===== src/assert_macros.svh =====
// Assertion helpers shared by the queue RTL.
`ifndef ASSERT_MACROS_SVH
`define ASSERT_MACROS_SVH

// Same-cycle implication, disabled while reset is asserted.
`define ASSERT_IMPL(label, clk, rst_n, ante, cons) \
	label: assert property (@(posedge clk) disable iff (!rst_n) (ante) |-> (cons)) \
		else $error("assertion failed");

// Next-cycle implication, disabled while reset is asserted.
`define ASSERT_NEXT(label, clk, rst_n, ante, cons) \
	label: assert property (@(posedge clk) disable iff (!rst_n) (ante) |=> (cons)) \
		else $error("assertion failed");

`endif


===== src/tcpq_pkg.sv =====
// ----------------------------------------------------------------------------
// tcpq_pkg
// Sizes, codes and control types for the two-class priority queue.
// ----------------------------------------------------------------------------
`default_nettype none

package tcpq_pkg;

	localparam int PRIORITY_DEPTH = 16;
	localparam int FIFO_DEPTH     = 16;
	localparam int MAX_RESULTS    = 32;

	localparam int REQ_W     = 2;
	localparam int TAG_W     = 16;
	localparam int SEV_W     = 4;
	localparam int STATUS_W  = 3;
	localparam int WAIT_W    = 11;
	localparam int CONSULT_W = 6;

	localparam int PIDX_W = (PRIORITY_DEPTH > 1) ? $clog2(PRIORITY_DEPTH) : 1;
	localparam int FIDX_W = (FIFO_DEPTH > 1) ? $clog2(FIFO_DEPTH) : 1;
	localparam int PCNT_W = $clog2(PRIORITY_DEPTH + 1);
	localparam int FCNT_W = $clog2(FIFO_DEPTH + 1);
	localparam int TOT_W  = $clog2(PRIORITY_DEPTH + FIFO_DEPTH + 1);
	localparam int K_W    = $clog2(MAX_RESULTS);
	localparam int NCNT_W = $clog2(MAX_RESULTS + 1);
	localparam int CMP_W  = (TOT_W > NCNT_W) ? TOT_W : NCNT_W;

	localparam logic [CONSULT_W-1:0] CONSULT_RESET = CONSULT_W'(10);

	typedef enum logic [REQ_W-1:0] {
		REQ_ADD_REG  = 2'd0,
		REQ_ADD_EMER = 2'd1,
		REQ_SERVE    = 2'd2,
		REQ_LIST     = 2'd3
	} req_t;

	typedef enum logic [STATUS_W-1:0] {
		ST_ADDED  = 3'd0,
		ST_SERVED = 3'd1,
		ST_EMPTY  = 3'd2,
		ST_FULL   = 3'd3,
		ST_LIST   = 3'd4,
		ST_NONE   = 3'd5
	} status_t;

	typedef struct packed {
		logic load;
		logic emit;
	} ctl_cmd_t;

	typedef struct packed {
		logic last;
	} ctl_stat_t;

endpackage

`default_nettype wire


===== src/two_class_priority_queue_core.sv =====
// ----------------------------------------------------------------------------
// two_class_priority_queue_core
// Strict priority queue (sorted by severity) over a plain FIFO class.
// ----------------------------------------------------------------------------
// Requests: drive req_type/patient_tag/severity with start; the transfer
// happens on a clock edge where start is high and busy is low.
// req_type: add regular, add emergency, serve next, list waits.
// Results: one per add/serve, one per waiting entry for a list (or one
// "none waiting"). Each result is shown for one cycle with out_valid high;
// last marks the final result of a request. The receiver cannot stall.
// Timing: the request is latched on the transfer edge, then the sequencer
// passes through a fetch state (registered FIFO RAM read) and an emit
// state that loads the result register, one fetch/emit pair per result.
// A new request is taken on the edge that emits the final result of the
// previous one.
// Config: cfg_data (consult minutes) is written when cfg_valid and
// cfg_ready are high; cfg_ready is always high. Write only while idle.
// Reset (arst_n low): both stores empty, consult minutes = 10, no result.
// ----------------------------------------------------------------------------
`default_nettype none

module two_class_priority_queue_core (
	input  wire logic                              clk,
	input  wire logic                              arst_n,
	input  wire logic                              start,
	output logic                                   busy,
	input  wire logic [tcpq_pkg::REQ_W-1:0]        req_type,
	input  wire logic [tcpq_pkg::TAG_W-1:0]        patient_tag,
	input  wire logic [tcpq_pkg::SEV_W-1:0]        severity,
	input  wire logic                              cfg_valid,
	output logic                                   cfg_ready,
	input  wire logic [tcpq_pkg::CONSULT_W-1:0]    cfg_data,
	output logic                                   out_valid,
	output logic [tcpq_pkg::STATUS_W-1:0]          status,
	output logic [tcpq_pkg::TAG_W-1:0]             out_tag,
	output logic                                   is_emergency,
	output logic [tcpq_pkg::SEV_W-1:0]             out_severity,
	output logic [tcpq_pkg::WAIT_W-1:0]            wait_minutes,
	output logic                                   last
);
	import tcpq_pkg::*;

	ctl_cmd_t  cmd;
	ctl_stat_t stat;

	assign cfg_ready = 1'b1;

	tcpq_ctrl u_ctrl (
		.clk   (clk),
		.arst_n(arst_n),
		.start (start),
		.busy  (busy),
		.cmd   (cmd),
		.stat  (stat)
	);

	tcpq_dp u_dp (
		.clk         (clk),
		.arst_n      (arst_n),
		.cmd         (cmd),
		.stat        (stat),
		.req_type    (req_type),
		.patient_tag (patient_tag),
		.severity    (severity),
		.cfg_wr      (cfg_valid & cfg_ready),
		.cfg_data    (cfg_data),
		.out_valid   (out_valid),
		.status      (status),
		.out_tag     (out_tag),
		.is_emergency(is_emergency),
		.out_severity(out_severity),
		.wait_minutes(wait_minutes),
		.last        (last)
	);

endmodule

`default_nettype wire


===== src/tcpq_ram.sv =====
// ----------------------------------------------------------------------------
// tcpq_ram
// Generic simple dual-port RAM, one write port, registered read port.
// ----------------------------------------------------------------------------
`default_nettype none

module tcpq_ram #(
	parameter int WIDTH = 16,
	parameter int DEPTH = 16
) (
	input  wire logic                                      clk,
	input  wire logic                                      we,
	input  wire logic [((DEPTH > 1) ? $clog2(DEPTH) : 1)-1:0] waddr,
	input  wire logic [WIDTH-1:0]                          wdata,
	input  wire logic [((DEPTH > 1) ? $clog2(DEPTH) : 1)-1:0] raddr,
	output logic      [WIDTH-1:0]                          rdata
);

	logic [WIDTH-1:0] mem_q [DEPTH];
	logic [WIDTH-1:0] rdata_q;

	always_ff @(posedge clk) begin
		if (we) begin
			mem_q[waddr] <= wdata;
		end
		rdata_q <= mem_q[raddr];
	end

	assign rdata = rdata_q;

endmodule

`default_nettype wire


===== src/tcpq_ctrl.sv =====
// ----------------------------------------------------------------------------
// tcpq_ctrl
// Request sequencer: fetch / emit loop per result, overlaps next request.
// ----------------------------------------------------------------------------
`default_nettype none
`include "assert_macros.svh"

module tcpq_ctrl (
	input  wire logic               clk,
	input  wire logic               arst_n,
	input  wire logic               start,
	output logic                    busy,
	output tcpq_pkg::ctl_cmd_t      cmd,
	input  wire tcpq_pkg::ctl_stat_t stat
);
	import tcpq_pkg::*;

	typedef enum logic [2:0] {
		S_IDLE  = 3'b001,
		S_FETCH = 3'b010,
		S_EMIT  = 3'b100
	} state_t;

	state_t state_q;
	state_t state_d;

	always_comb begin
		state_d = state_q;
		cmd     = '0;
		busy    = 1'b1;
		case (state_q)
			S_IDLE: begin
				busy = 1'b0;
				if (start) begin
					cmd.load = 1'b1;
					state_d  = S_FETCH;
				end
			end
			S_FETCH: begin
				state_d = S_EMIT;
			end
			S_EMIT: begin
				cmd.emit = 1'b1;
				if (!stat.last) begin
					state_d = S_FETCH;
				end else begin
					busy = 1'b0;
					if (start) begin
						cmd.load = 1'b1;
						state_d  = S_FETCH;
					end else begin
						state_d = S_IDLE;
					end
				end
			end
			default: begin
				state_d = S_IDLE;
			end
		endcase
	end

	always_ff @(posedge clk or negedge arst_n) begin
		if (!arst_n) begin
			state_q <= S_IDLE;
		end else begin
			state_q <= state_d;
		end
	end

	`ASSERT_NEXT(a_fetch_then_emit, clk, arst_n, state_q == S_FETCH, state_q == S_EMIT)
	`ASSERT_NEXT(a_list_continues, clk, arst_n, (state_q == S_EMIT) && !stat.last, state_q == S_FETCH)

endmodule

`default_nettype wire


===== src/tcpq_dp.sv =====
// ----------------------------------------------------------------------------
// tcpq_dp
// Queue datapath: sorted priority registers, FIFO RAM, result register.
// ----------------------------------------------------------------------------
`default_nettype none
`include "assert_macros.svh"

module tcpq_dp (
	input  wire logic                              clk,
	input  wire logic                              arst_n,
	input  wire tcpq_pkg::ctl_cmd_t                cmd,
	output tcpq_pkg::ctl_stat_t                    stat,
	input  wire logic [tcpq_pkg::REQ_W-1:0]        req_type,
	input  wire logic [tcpq_pkg::TAG_W-1:0]        patient_tag,
	input  wire logic [tcpq_pkg::SEV_W-1:0]        severity,
	input  wire logic                              cfg_wr,
	input  wire logic [tcpq_pkg::CONSULT_W-1:0]    cfg_data,
	output logic                                   out_valid,
	output logic [tcpq_pkg::STATUS_W-1:0]          status,
	output logic [tcpq_pkg::TAG_W-1:0]             out_tag,
	output logic                                   is_emergency,
	output logic [tcpq_pkg::SEV_W-1:0]             out_severity,
	output logic [tcpq_pkg::WAIT_W-1:0]            wait_minutes,
	output logic                                   last
);
	import tcpq_pkg::*;

	// request latch
	req_t                 req_q;
	logic [TAG_W-1:0]     tag_in_q;
	logic [SEV_W-1:0]     sev_in_q;
	logic [K_W-1:0]       k_q;
	logic [WAIT_W-1:0]    wait_q;
	logic [CONSULT_W-1:0] consult_q;

	// stores
	logic [TAG_W-1:0]  pri_tag_q [PRIORITY_DEPTH];
	logic [SEV_W-1:0]  pri_sev_q [PRIORITY_DEPTH];
	logic [PCNT_W-1:0] pcount_q;
	logic [FIDX_W-1:0] head_q;
	logic [FIDX_W-1:0] tail_q;
	logic [FCNT_W-1:0] fcount_q;

	// result register
	logic                out_valid_q;
	logic [STATUS_W-1:0] res_status_q;
	logic [TAG_W-1:0]    res_tag_q;
	logic                res_emer_q;
	logic [SEV_W-1:0]    res_sev_q;
	logic [WAIT_W-1:0]   res_wait_q;
	logic                res_last_q;

	logic [PRIORITY_DEPTH-1:0] ge;
	logic [PRIORITY_DEPTH-1:0] prev_ge;
	logic                      pri_full;
	logic                      fifo_full;
	logic [CMP_W-1:0]          list_n;
	logic [CMP_W-1:0]          fifo_off;
	logic [FIDX_W:0]           raddr_sum;
	logic [FIDX_W-1:0]         raddr;
	logic [TAG_W-1:0]          fifo_rdata;
	logic [FIDX_W:0]           tail_sum;
	logic [FIDX_W-1:0]         tail_chk;
	logic [PIDX_W-1:0]         k_idx;
	logic                      k_in_pri;
	logic                      do_push;
	logic                      do_insert;
	logic                      do_pop_pri;
	logic                      do_pop_fifo;

	status_t          r_status;
	logic [TAG_W-1:0] r_tag;
	logic             r_emer;
	logic [SEV_W-1:0] r_sev;
	logic [WAIT_W-1:0] r_wait;
	logic             r_last;

	assign pri_full  = (pcount_q == PCNT_W'(PRIORITY_DEPTH));
	assign fifo_full = (fcount_q == FCNT_W'(FIFO_DEPTH));
	assign k_idx     = k_q[PIDX_W-1:0];
	assign k_in_pri  = (CMP_W'(k_q) < CMP_W'(pcount_q));

	always_comb begin
		list_n = CMP_W'(pcount_q) + CMP_W'(fcount_q);
		if (list_n > CMP_W'(MAX_RESULTS)) begin
			list_n = CMP_W'(MAX_RESULTS);
		end
	end

	// FIFO read address: head for serve, head + offset for list
	always_comb begin
		fifo_off  = k_in_pri ? '0 : (CMP_W'(k_q) - CMP_W'(pcount_q));
		raddr_sum = (FIDX_W+1)'(head_q) + (FIDX_W+1)'(fifo_off[FIDX_W-1:0]);
		if (raddr_sum >= (FIDX_W+1)'(FIFO_DEPTH)) begin
			raddr_sum = raddr_sum - (FIDX_W+1)'(FIFO_DEPTH);
		end
		raddr = raddr_sum[FIDX_W-1:0];
	end

	always_comb begin
		tail_sum = (FIDX_W+1)'(head_q) + (FIDX_W+1)'(fcount_q);
		if (tail_sum >= (FIDX_W+1)'(FIFO_DEPTH)) begin
			tail_sum = tail_sum - (FIDX_W+1)'(FIFO_DEPTH);
		end
		tail_chk = tail_sum[FIDX_W-1:0];
	end

	// sorted insert: new entry goes after every entry of equal or higher severity
	always_comb begin
		for (int i = 0; i < PRIORITY_DEPTH; i++) begin
			ge[i] = (i < int'(pcount_q)) && (pri_sev_q[i] >= sev_in_q);
		end
		prev_ge[0] = 1'b1;
		for (int i = 1; i < PRIORITY_DEPTH; i++) begin
			prev_ge[i] = ge[i-1];
		end
	end

	tcpq_ram #(
		.WIDTH(TAG_W),
		.DEPTH(FIFO_DEPTH)
	) u_fifo_ram (
		.clk  (clk),
		.we   (do_push),
		.waddr(tail_q),
		.wdata(tag_in_q),
		.raddr(raddr),
		.rdata(fifo_rdata)
	);

	always_comb begin
		r_status    = ST_ADDED;
		r_tag       = '0;
		r_emer      = 1'b0;
		r_sev       = '0;
		r_wait      = '0;
		r_last      = 1'b1;
		do_push     = 1'b0;
		do_insert   = 1'b0;
		do_pop_pri  = 1'b0;
		do_pop_fifo = 1'b0;
		case (req_q)
			REQ_ADD_REG: begin
				if (fifo_full) begin
					r_status = ST_FULL;
				end else begin
					do_push = cmd.emit;
				end
			end
			REQ_ADD_EMER: begin
				if (pri_full) begin
					r_status = ST_FULL;
				end else begin
					do_insert = cmd.emit;
				end
			end
			REQ_SERVE: begin
				if (pcount_q != '0) begin
					r_status   = ST_SERVED;
					r_tag      = pri_tag_q[0];
					r_emer     = 1'b1;
					r_sev      = pri_sev_q[0];
					do_pop_pri = cmd.emit;
				end else if (fcount_q != '0) begin
					r_status    = ST_SERVED;
					r_tag       = fifo_rdata;
					do_pop_fifo = cmd.emit;
				end else begin
					r_status = ST_EMPTY;
				end
			end
			REQ_LIST: begin
				if (list_n == '0) begin
					r_status = ST_NONE;
				end else begin
					r_status = ST_LIST;
					r_wait   = wait_q;
					r_last   = ((CMP_W'(k_q) + CMP_W'(1)) == list_n);
					if (k_in_pri) begin
						r_tag  = pri_tag_q[k_idx];
						r_emer = 1'b1;
						r_sev  = pri_sev_q[k_idx];
					end else begin
						r_tag = fifo_rdata;
					end
				end
			end
			default: begin
				r_status = ST_NONE;
			end
		endcase
	end

	assign stat.last = r_last;

	always_ff @(posedge clk or negedge arst_n) begin
		if (!arst_n) begin
			consult_q   <= CONSULT_RESET;
			pcount_q    <= '0;
			head_q      <= '0;
			tail_q      <= '0;
			fcount_q    <= '0;
			out_valid_q <= 1'b0;
			req_q       <= REQ_ADD_REG;
			k_q         <= '0;
			wait_q      <= '0;
		end else begin
			if (cfg_wr) begin
				consult_q <= cfg_data;
			end
			out_valid_q <= cmd.emit;
			if (cmd.load) begin
				req_q  <= req_t'(req_type);
				k_q    <= '0;
				wait_q <= '0;
			end else if (cmd.emit) begin
				k_q    <= K_W'(k_q + K_W'(1));
				wait_q <= WAIT_W'(wait_q + WAIT_W'(consult_q));
			end
			if (do_push) begin
				tail_q   <= (tail_q == FIDX_W'(FIFO_DEPTH - 1)) ? '0 : FIDX_W'(tail_q + 1'b1);
				fcount_q <= FCNT_W'(fcount_q + 1'b1);
			end
			if (do_pop_fifo) begin
				head_q   <= (head_q == FIDX_W'(FIFO_DEPTH - 1)) ? '0 : FIDX_W'(head_q + 1'b1);
				fcount_q <= FCNT_W'(fcount_q - 1'b1);
			end
			if (do_insert) begin
				pcount_q <= PCNT_W'(pcount_q + 1'b1);
			end
			if (do_pop_pri) begin
				pcount_q <= PCNT_W'(pcount_q - 1'b1);
			end
		end
	end

	always_ff @(posedge clk) begin
		if (cmd.load) begin
			tag_in_q <= patient_tag;
			sev_in_q <= severity;
		end
		if (do_insert) begin
			for (int i = 0; i < PRIORITY_DEPTH; i++) begin
				if (!ge[i]) begin
					if (prev_ge[i]) begin
						pri_tag_q[i] <= tag_in_q;
						pri_sev_q[i] <= sev_in_q;
					end else begin
						pri_tag_q[i] <= pri_tag_q[(i > 0) ? i - 1 : 0];
						pri_sev_q[i] <= pri_sev_q[(i > 0) ? i - 1 : 0];
					end
				end
			end
		end else if (do_pop_pri) begin
			for (int i = 0; i < PRIORITY_DEPTH - 1; i++) begin
				pri_tag_q[i] <= pri_tag_q[i+1];
				pri_sev_q[i] <= pri_sev_q[i+1];
			end
		end
		if (cmd.emit) begin
			res_status_q <= r_status;
			res_tag_q    <= r_tag;
			res_emer_q   <= r_emer;
			res_sev_q    <= r_sev;
			res_wait_q   <= r_wait;
			res_last_q   <= r_last;
		end
	end

	assign out_valid    = out_valid_q;
	assign status       = res_status_q;
	assign out_tag      = res_tag_q;
	assign is_emergency = res_emer_q;
	assign out_severity = res_sev_q;
	assign wait_minutes = res_wait_q;
	assign last         = res_last_q;

	`ASSERT_IMPL(a_pcount_range, clk, arst_n, 1'b1, pcount_q <= PCNT_W'(PRIORITY_DEPTH))
	`ASSERT_IMPL(a_fifo_ptrs, clk, arst_n, 1'b1, tail_chk == tail_q)
	`ASSERT_NEXT(a_emit_strobe, clk, arst_n, cmd.emit, out_valid_q)
	`ASSERT_IMPL(a_fifo_no_sev, clk, arst_n, out_valid_q && !res_emer_q, res_sev_q == '0)

endmodule

`default_nettype wire


===== config.mk =====
export PLATFORM = sky130hd
export DESIGN_NAME = two_class_priority_queue_core
export DESIGN_NICKNAME = d
export VERILOG_FILES = /design/src/tcpq_pkg.sv /design/src/two_class_priority_queue_core.sv /design/src/tcpq_ram.sv /design/src/tcpq_ctrl.sv /design/src/tcpq_dp.sv
export VERILOG_INCLUDE_DIRS = /design/src /design/src/src
export SDC_FILE = /design/constraint.sdc
export NUM_CORES = 1
export LEC_CHECK = 0
export CAP_MARGIN = 20
export CORE_ASPECT_RATIO = 0.9
export CORE_UTILIZATION = 69
export CTS_BUF_LIST = sky130_fd_sc_hd__clkbuf_16
export DETAILED_ROUTE_END_ITERATION = 7
export DONT_BUFFER_PORTS = 1
export HOLD_SLACK_MARGIN = 0.02
export PLACE_DENSITY = 0.83
export SYNTH_ARGS = -nofsm -noshare
export SYNTH_HDL_FRONTEND = slang
export SYNTH_HIERARCHICAL = 1
export SYNTH_SLANG_ARGS = --single-unit

===== constraint.sdc =====
create_clock -name clk -period 6.9 [get_ports clk]
set_input_delay 0 -clock clk [delete_from_list [all_inputs] [get_ports clk]]
set_output_delay 0 -clock clk [all_outputs]
set_load 0.02 [all_outputs]

==> results of run 1 <==
## metal layers
layer	wire length, um	GRT usage, %	vias to the layer above
li1	-	-	9751
met1	33900	51.2	11700
met2	45600	59.7	1963
met3	11300	8.26	416
met4	5320	18.0	0
met5	0	0	-
## final cells by class
type	count	area (sq um)	share of cell area [%]
multi-input cells	1600	13500	35.3
well taps	671	840	2.20
repair buffers	115	1110	2.90
inverters	39	146	0.383
clock inverters	55	479	1.25
flip-flops and latches	694	20500	53.5
clock buffers	69	1730	4.51
## power breakdown
group | switching [mW] | internal [mW] | total, mW | leakage, nW
Sequential | 0.395 | 4.99 | 5.38 | 6.29
Clock | 1.66 | 2.07 | 3.73 | 1.13
Combinational | 2.03 | 1.70 | 3.73 | 6.44
## what timing repair did
action                                 4_1_cts  5_1_grt
hold buffers                                55        1
buffers inserted                             0        0
endpoints found under the hold margin       96        1
## metrics by stage
step	cell area [sq um]	power, mW
final	38200	12.8
after global routing	38200	13.2
after CTS	38200	12.7
after detailed placement	35400	8.88
after global placement	35300	8.71
after floorplan	34800	8.01
## cells by family (layout without fill, tap and decap cells)
family	count (synthesis)	in the layout
AO/OA/AOI/OAI	513	513
buffers and inverters	228	278
XOR/XNOR	33	33
adder cells (fa/ha/maj)	97	97
multiplexers	391	391
flip-flops	694	694
other	1	1
AND/OR/NAND/NOR	565	565
## flip-flops by register name, summed over array words and instances, names as in the netlist
signal,flops
u_ctrl/state_q,3
u_dp/pri_sev_q,64
u_dp/head_q,4
u_dp/last,1
u_dp/req_q,2
u_dp/wait_q,11
u_dp/k_q,5
u_dp/sev_in_q,4
u_dp/consult_q,6
u_dp/u_fifo_ram/mem_q,256
u_dp/wait_minutes,11
u_dp/out_severity,4
u_dp/is_emergency,1
u_dp/tag_in_q,16
u_dp/pri_tag_q,256
u_dp/u_fifo_ram/rdata,16
u_dp/out_tag,16
u_dp/fcount_q,5
u_dp/tail_q,4
u_dp/status,3
u_dp/pcount_q,5
u_dp/out_valid,1
## worst max-delay path: stages (launching register included)
cell	delay, ps
dfrtp_1	580
clkinv_1	300
ha_1	400
o21a_1	210
o31a_1	110
o21a_1	170
nor2_1	360
nor2_1	170
ha_4	200
inv_1	70
fa_1	420
inv_2	620
buf_4	530
mux4_1	390
a22oi_1	260
nand2_1	100
## cells in the final DEF, fill, tap and decap left out, drive strengths merged, types with 55 or more instances in the layout
cell type and count:
nor2 136, mux4 148, a21oi 55, buf 61, inv 56, clkbuf 69
o21ai 206, ha 92, edfxtp 632, mux2i 197, a221o 89, nand2 329
## worst paths after layout
check                           slack [ps]                       end               from
worst max-delay path                  1850  u_dp/u_fifo_ram/rdata[6]   u_dp/pcount_q[2]
worst min register to register         520         u_ctrl/state_q[2]  u_ctrl/state_q[2]
worst max register to register        1850  u_dp/u_fifo_ram/rdata[6]   u_dp/pcount_q[2]
min in group asynchronous              550         u_dp/consult_q[3]             arst_n
max in group asynchronous             6100               u_dp/k_q[0]             arst_n
worst min-delay path                    30          u_dp/tag_in_q[1]     patient_tag[1]
==> results.md, run 1 <==
* Outcome: completed
* Total grt overflow at 0
* Average wire per standard cell at approximately 30 um
* First-pass DRT Iterations at 8
* Share of layout cells above drive strength 1 at between 10% and 20%
* Post-synth cell types at 78
* Synth Area in Compound Gates at 10.1%
* Synth area leaders: edfxtp_1 (55%), mux4_2 (8.9%), mux2i_1 (5.7%)
* Critical Path End Type: register
* Mapped cell area at 0.0348 sq mm
* Placement Setup Slack at 2070 ps
* Final Hold Viols at 0
* Crit path time final at 5050 ps
* Leakage at 13.9 nW
* Ys async rst share at 6.63%
* Fin util at 77.4%
* P&R area growth vs syn at 10.0%
* First-pass GRT wire length at 145 mm
* DPL Wire Length at 56.0 mm
* Worst Max-Slew Pin Slew at around 1100 ps
* Row cnt at 77
* Setup WS post-layout at 1850 ps
* Core Area at about 0.049 sq mm
* Worst-path clk slew at around 60 ps
* Die width at 239 um
* Relative slew slack at 23.2%
* Post-Synth Adder-Cell Area at under 10%
* Worst Hold Path Cells at 1
* Post-Layout Cell Count at 3243
* Fin nets at 2647
* Initial antenna violation count at 0
* Post-synth top flop: edfxtp_1
* Max clock buf depth at 3
* H-tree levels at 3
* Max Clk Rate at 0.198 GHz
* IR Drop Worst-Case VDD at just over 0.0004 V
* Most common cell in the netlist: edfxtp_1
* DR DRC count at 0
* # resized after CTS at 0
* Placed insts at 3058
* CTS Buf Count at 68
* Final Cycle Share at 73.2%
* Hold WC Path Type: in2reg
* Path depth of the worst reg2reg path at 15
* DR iter-0 viols at 3705
* Boundary Pins at 71
* Seq/Total Area, Yosys at 58.8%
* Synth top area share at 54.6%
* Syn nets at 2651
* EDFF count, synth at about 630
* Setup_tns at 0 ps
* Synth cell count leaders: edfxtp_1 (632), nand2_1 (329), mux2i_1 (197)
* Worst EP arrival at 5560 ps
* DR vias/cell at 7.35
* Starting Density at roughly 70%
* Worst-case clock skew at 25.5 ps
* Setup Viol. Count Final at 0
* Pwr Density at roughly 340 mW/mm^2
* Routed Wire Length at 96.2 mm
* Routed Antenna Nets at 0
* Syn Area/Cell at 13.8 sq um
* Crit Path Category: reg2reg
* Fillcell total at 2785
* Synth area leader: edfxtp_1
* TritonCTS clock tree: built
* Largest family of logic cells by synthesized area: multiplexers
* Largest net degree at the start of global routing at 222
* Hold_ws at 30.5 ps
* Max-Cap Viols at 0
* Antenna Cells at 0
* Proportion of synthesized area in mux cells at about 17%
* Synthesis warning total at 6
* #FFs+latches synth at 694
* Syn Inst Count at between 2000 and 3000
* Vias in the first global route at 23900
* CTS root buf: clkbuf_16
* Final slew viol count at 0
* IO Port Bufs at 0
* RSZ-0062 raised after global routing: no
* Die area at 0.0513 sq mm
* Total clock sinks at 694
* Worst Path Max Fanout at 35
* Final GP Congestion at 0.933
* Startpoint Class: register
* Xor and xnor area share after synthesis at less than 1%
* Routed via count at 23800
* GRT Overall Usage at 38.0%
* Die H at 215 um
* Crit path required time at 7410 ps
* Simple-gate share of the synthesized area at 6.96%
* Clock Latency Late Sink at 640 ps
Power figures use the tool's default switching activity.
==> inputs of run 2 (changes only) <==
--- a/config.mk
+++ b/config.mk
@@ -8,12 +8,12 @@
 export LEC_CHECK = 0
 export CAP_MARGIN = 20
 export CORE_ASPECT_RATIO = 0.9
-export CORE_UTILIZATION = 69
+export CORE_UTILIZATION = 58
 export CTS_BUF_LIST = sky130_fd_sc_hd__clkbuf_16
 export DETAILED_ROUTE_END_ITERATION = 7
 export DONT_BUFFER_PORTS = 1
 export HOLD_SLACK_MARGIN = 0.02
-export PLACE_DENSITY = 0.83
+export PLACE_DENSITY = 0.74
 export SYNTH_ARGS = -nofsm -noshare
 export SYNTH_HDL_FRONTEND = slang
 export SYNTH_HIERARCHICAL = 1
==> constraint.sdc (replaced) <==
create_clock -name clk -period 4.4 [get_ports clk]
set_input_delay 0 -clock clk [delete_from_list [all_inputs] [get_ports clk]]
set_output_delay 0 -clock clk [all_outputs]
set_load 0.02 [all_outputs]
==> run 2 against run 1 <==
Compared with the run above:
- global-route usage decreased by 7.8 points
- non-clock buffer count increased by 38
- flip-flop and latch count is the same
- critical endpoint unchanged
- worst setup slack lost 1400 ps
- worst hold slack improved by 37 ps
==> results.md, run 2 (synthesized netlist as in run 1, its figures left out) <==
* Average wire per standard cell at 26.8 um (-9.8%)
* IR Drop Worst-Case VDD at 0.000431 V (+4.5%)
* Routed via count at 23000 (-3.4%)
* Die H at 234 um (+9.0%)
* Worst EP arrival at 4520 ps (-1040 ps)
* Register area at 0.0205 sq mm (unchanged)
* Crit path time final at 3960 ps (-1090 ps)
* Boundary Pins at 71 (unchanged)
* Final slew viol count at 0 (unchanged)
* Outcome: completed
* Leakage at 14.1 nW (+1.8%)
* Worst-path clk slew at 60 ps (about the same)
* RSZ-0062 raised after global routing: no
* Starting Density at 59.1% (-11 points)
* TritonCTS clock tree: built
* Crit Path Category: reg2reg
* Setup Viol. Count Final at 0 (unchanged)
* Worst Path Max Fanout at 16 (-54%)
* Worst path slowest cell: and2_1
* Worst Max-Slew Pin Slew at 1200 ps (+54.5 ps)
* H-tree levels at 3 (unchanged)
* CTS Buf Count at 71 (+4.4%)
* Row cnt at 84 (+9.1%)
* Total clock sinks at 694 (unchanged)
* Max clock buf depth at 3 (unchanged)
* Worst-case clock skew at 37.8 ps (+12.4 ps)
* Routed Antenna Nets at 0 (unchanged)
* Total grt overflow at 0 (unchanged)
* Critical-path cell list: clkinv_1 > ha_1 > o21a_1 > o31a_1 > o21a_1 > nor2_1 > or2_2 > inv_1 > ha_1 > a21o_1 > a21oi_1 > xnor2_1 > xnor2_1 > and2_1 > a22oi_1 > nand2_1
* Crit path required time at 4970 ps (-2440 ps)
* Setup_tns at 0 ps (unchanged)
* Crit path largest cell delay at 730 ps (+110 ps)
* DR DRC count at 0 (unchanged)
* Final Cycle Share at 90.0% (+17 points)
* Largest net degree at the start of global routing at 130 (-41%)
* Core Area at 0.0589 sq mm (+19%)
* Pwr Density at 523 mW/mm^2 (+56%)
* IO Port Bufs at 0 (unchanged)
* Most frequent cells in the layout: edfxtp_1 (632), nand2_1 (329), mux2i_1 (197)
* First-pass GRT wire length at 139 mm (-4.6%)
* Area taken by multi-input logic gates at 0.0134 sq mm (-0.30%)
* Area of placed instances at 0.0358 sq mm (+1.3%)
* Fin nets at 2688 (+1.5%)
* Max-Cap Viols at 0 (unchanged)
* Most common cell after layout, fill and taps aside: edfxtp_1
* Fillcell total at 4126 (+48%)
* Cell area after layout at 0.0388 sq mm (+1.4%)
* DPL Wire Length at 56.8 mm (+1.5%)
* Hold WC Path Type: in2reg
* Clock Latency Late Sink at 650 ps (about the same)
* Startpoint Class: register
* Vias in the first global route at 23100 (-3.4%)
* Die width at 260 um (+9.0%)
* DR vias/cell at 6.79 (-7.6%)
* Share of layout cells above drive strength 1 at 16.0% (+1.0 points)
* Design Power at 20.3 mW (+58%)
* Initial antenna violation count at 1 (+1)
* Setup WS post-layout at 441 ps (-1410 ps)
* Relative slew slack at 19.7% (-3.5 points)
* First-pass DRT Iterations at 6 (-2)
* Routed Wire Length at 90.7 mm (-5.7%)
* # resized after CTS at 0 (unchanged)
* Die area at 0.0609 sq mm (+19%)
* Final GP Congestion at 0.943 (+1.0%)
* DR iter-0 viols at 2955 (-20%)
* Max Clk Rate at 0.253 GHz (+27%)
* Critical Path End Type: register
* Regs by FF count: u_dp/pri_tag_q (256), u_dp/u_fifo_ram/mem_q (256), u_dp/pri_sev_q (64)
* Placement Setup Slack at 540 ps (-1530 ps)
* GRT Overall Usage at 30.2% (-7.8 points)
* Final Hold Viols at 0 (unchanged)
* P&R area growth vs syn at 11.5%
* CTS root buf: clkbuf_16
==> run 2: timing repair <==
item | 4_1_cts | 5_1_grt
hold endpoints to repair | 103 | 0
setup buffers | 0 | 0
hold buffers | 59 | 0
endpoints found under the setup margin | 0 | 0
==> run 2: worst paths after layout <==
kind / from / end / slack (ps) / cells after the start
max in group asynchronous: arst_n / u_dp/k_q[0] / 3640 / 4
min in group asynchronous: arst_n / u_ctrl/state_q[0] / 520 / 3
setup reg to reg: u_dp/pcount_q[2] / u_dp/u_fifo_ram/rdata[6] / 440 / 16
hold reg to reg: u_ctrl/state_q[2] / u_ctrl/state_q[2] / 520 / 1
hold / removal: cfg_valid / u_dp/consult_q[4] / 70 / 2
setup / recovery: u_dp/pcount_q[2] / u_dp/u_fifo_ram/rdata[6] / 440 / 16
==> run 2: per-stage QoR <==
step,cells,utilization [%],hold slack [ps]
6_report,3389,65.9,67.4
5_1_grt,3388,65.9,64.9
4_1_cts,3387,65.9,42.9
3_5_place_dp,3200,60.9,-295
3_3_place_gp,3200,60.9,-295
2_1_floorplan,2522,-,-296
==> run 2: worst max-delay path: cells and delay by family, from the launching register on <==
| kind | cells | cell delay (ps) |
|---|---|---|
| fa+ha+maj | 2 | 660 |
| xor+xnor | 2 | 360 |
| buf+inv | 2 | 260 |
| compound gates | 6 | 1030 |
| flops | 1 | 360 |
| simple gates | 4 | 1210 |
==> run 2: where the power goes <==
part / total, mW / switching, mW / internal, mW
combinational: 5.99 / 3.27 / 2.73
clock: 6.03 / 2.68 / 3.36
sequential: 8.27 / 0.446 / 7.82
==> run 2: metal layers <==
| metal | track usage [%] | vias to the layer above | wire [um] |
|---|---|---|---|
| met1 | 41.8 | 11700 | 35900 |
| met2 | 49.2 | 1298 | 44000 |
| met5 | 0 | - | 0 |
| met3 | 4.46 | 184 | 7720 |
| li1 | - | 9823 | - |
| met4 | 11.0 | 0 | 3080 |
==> run 2: layout make-up <==
class,instances,area share (%)
diodes,1,0.00645
clock buffers,73,4.71
clock inverters,55,1.25
inverters,39,0.378
multi-input cells,1600,34.7
flip-flops and latches,694,52.8
well taps,774,2.50
repair buffers,153,3.70
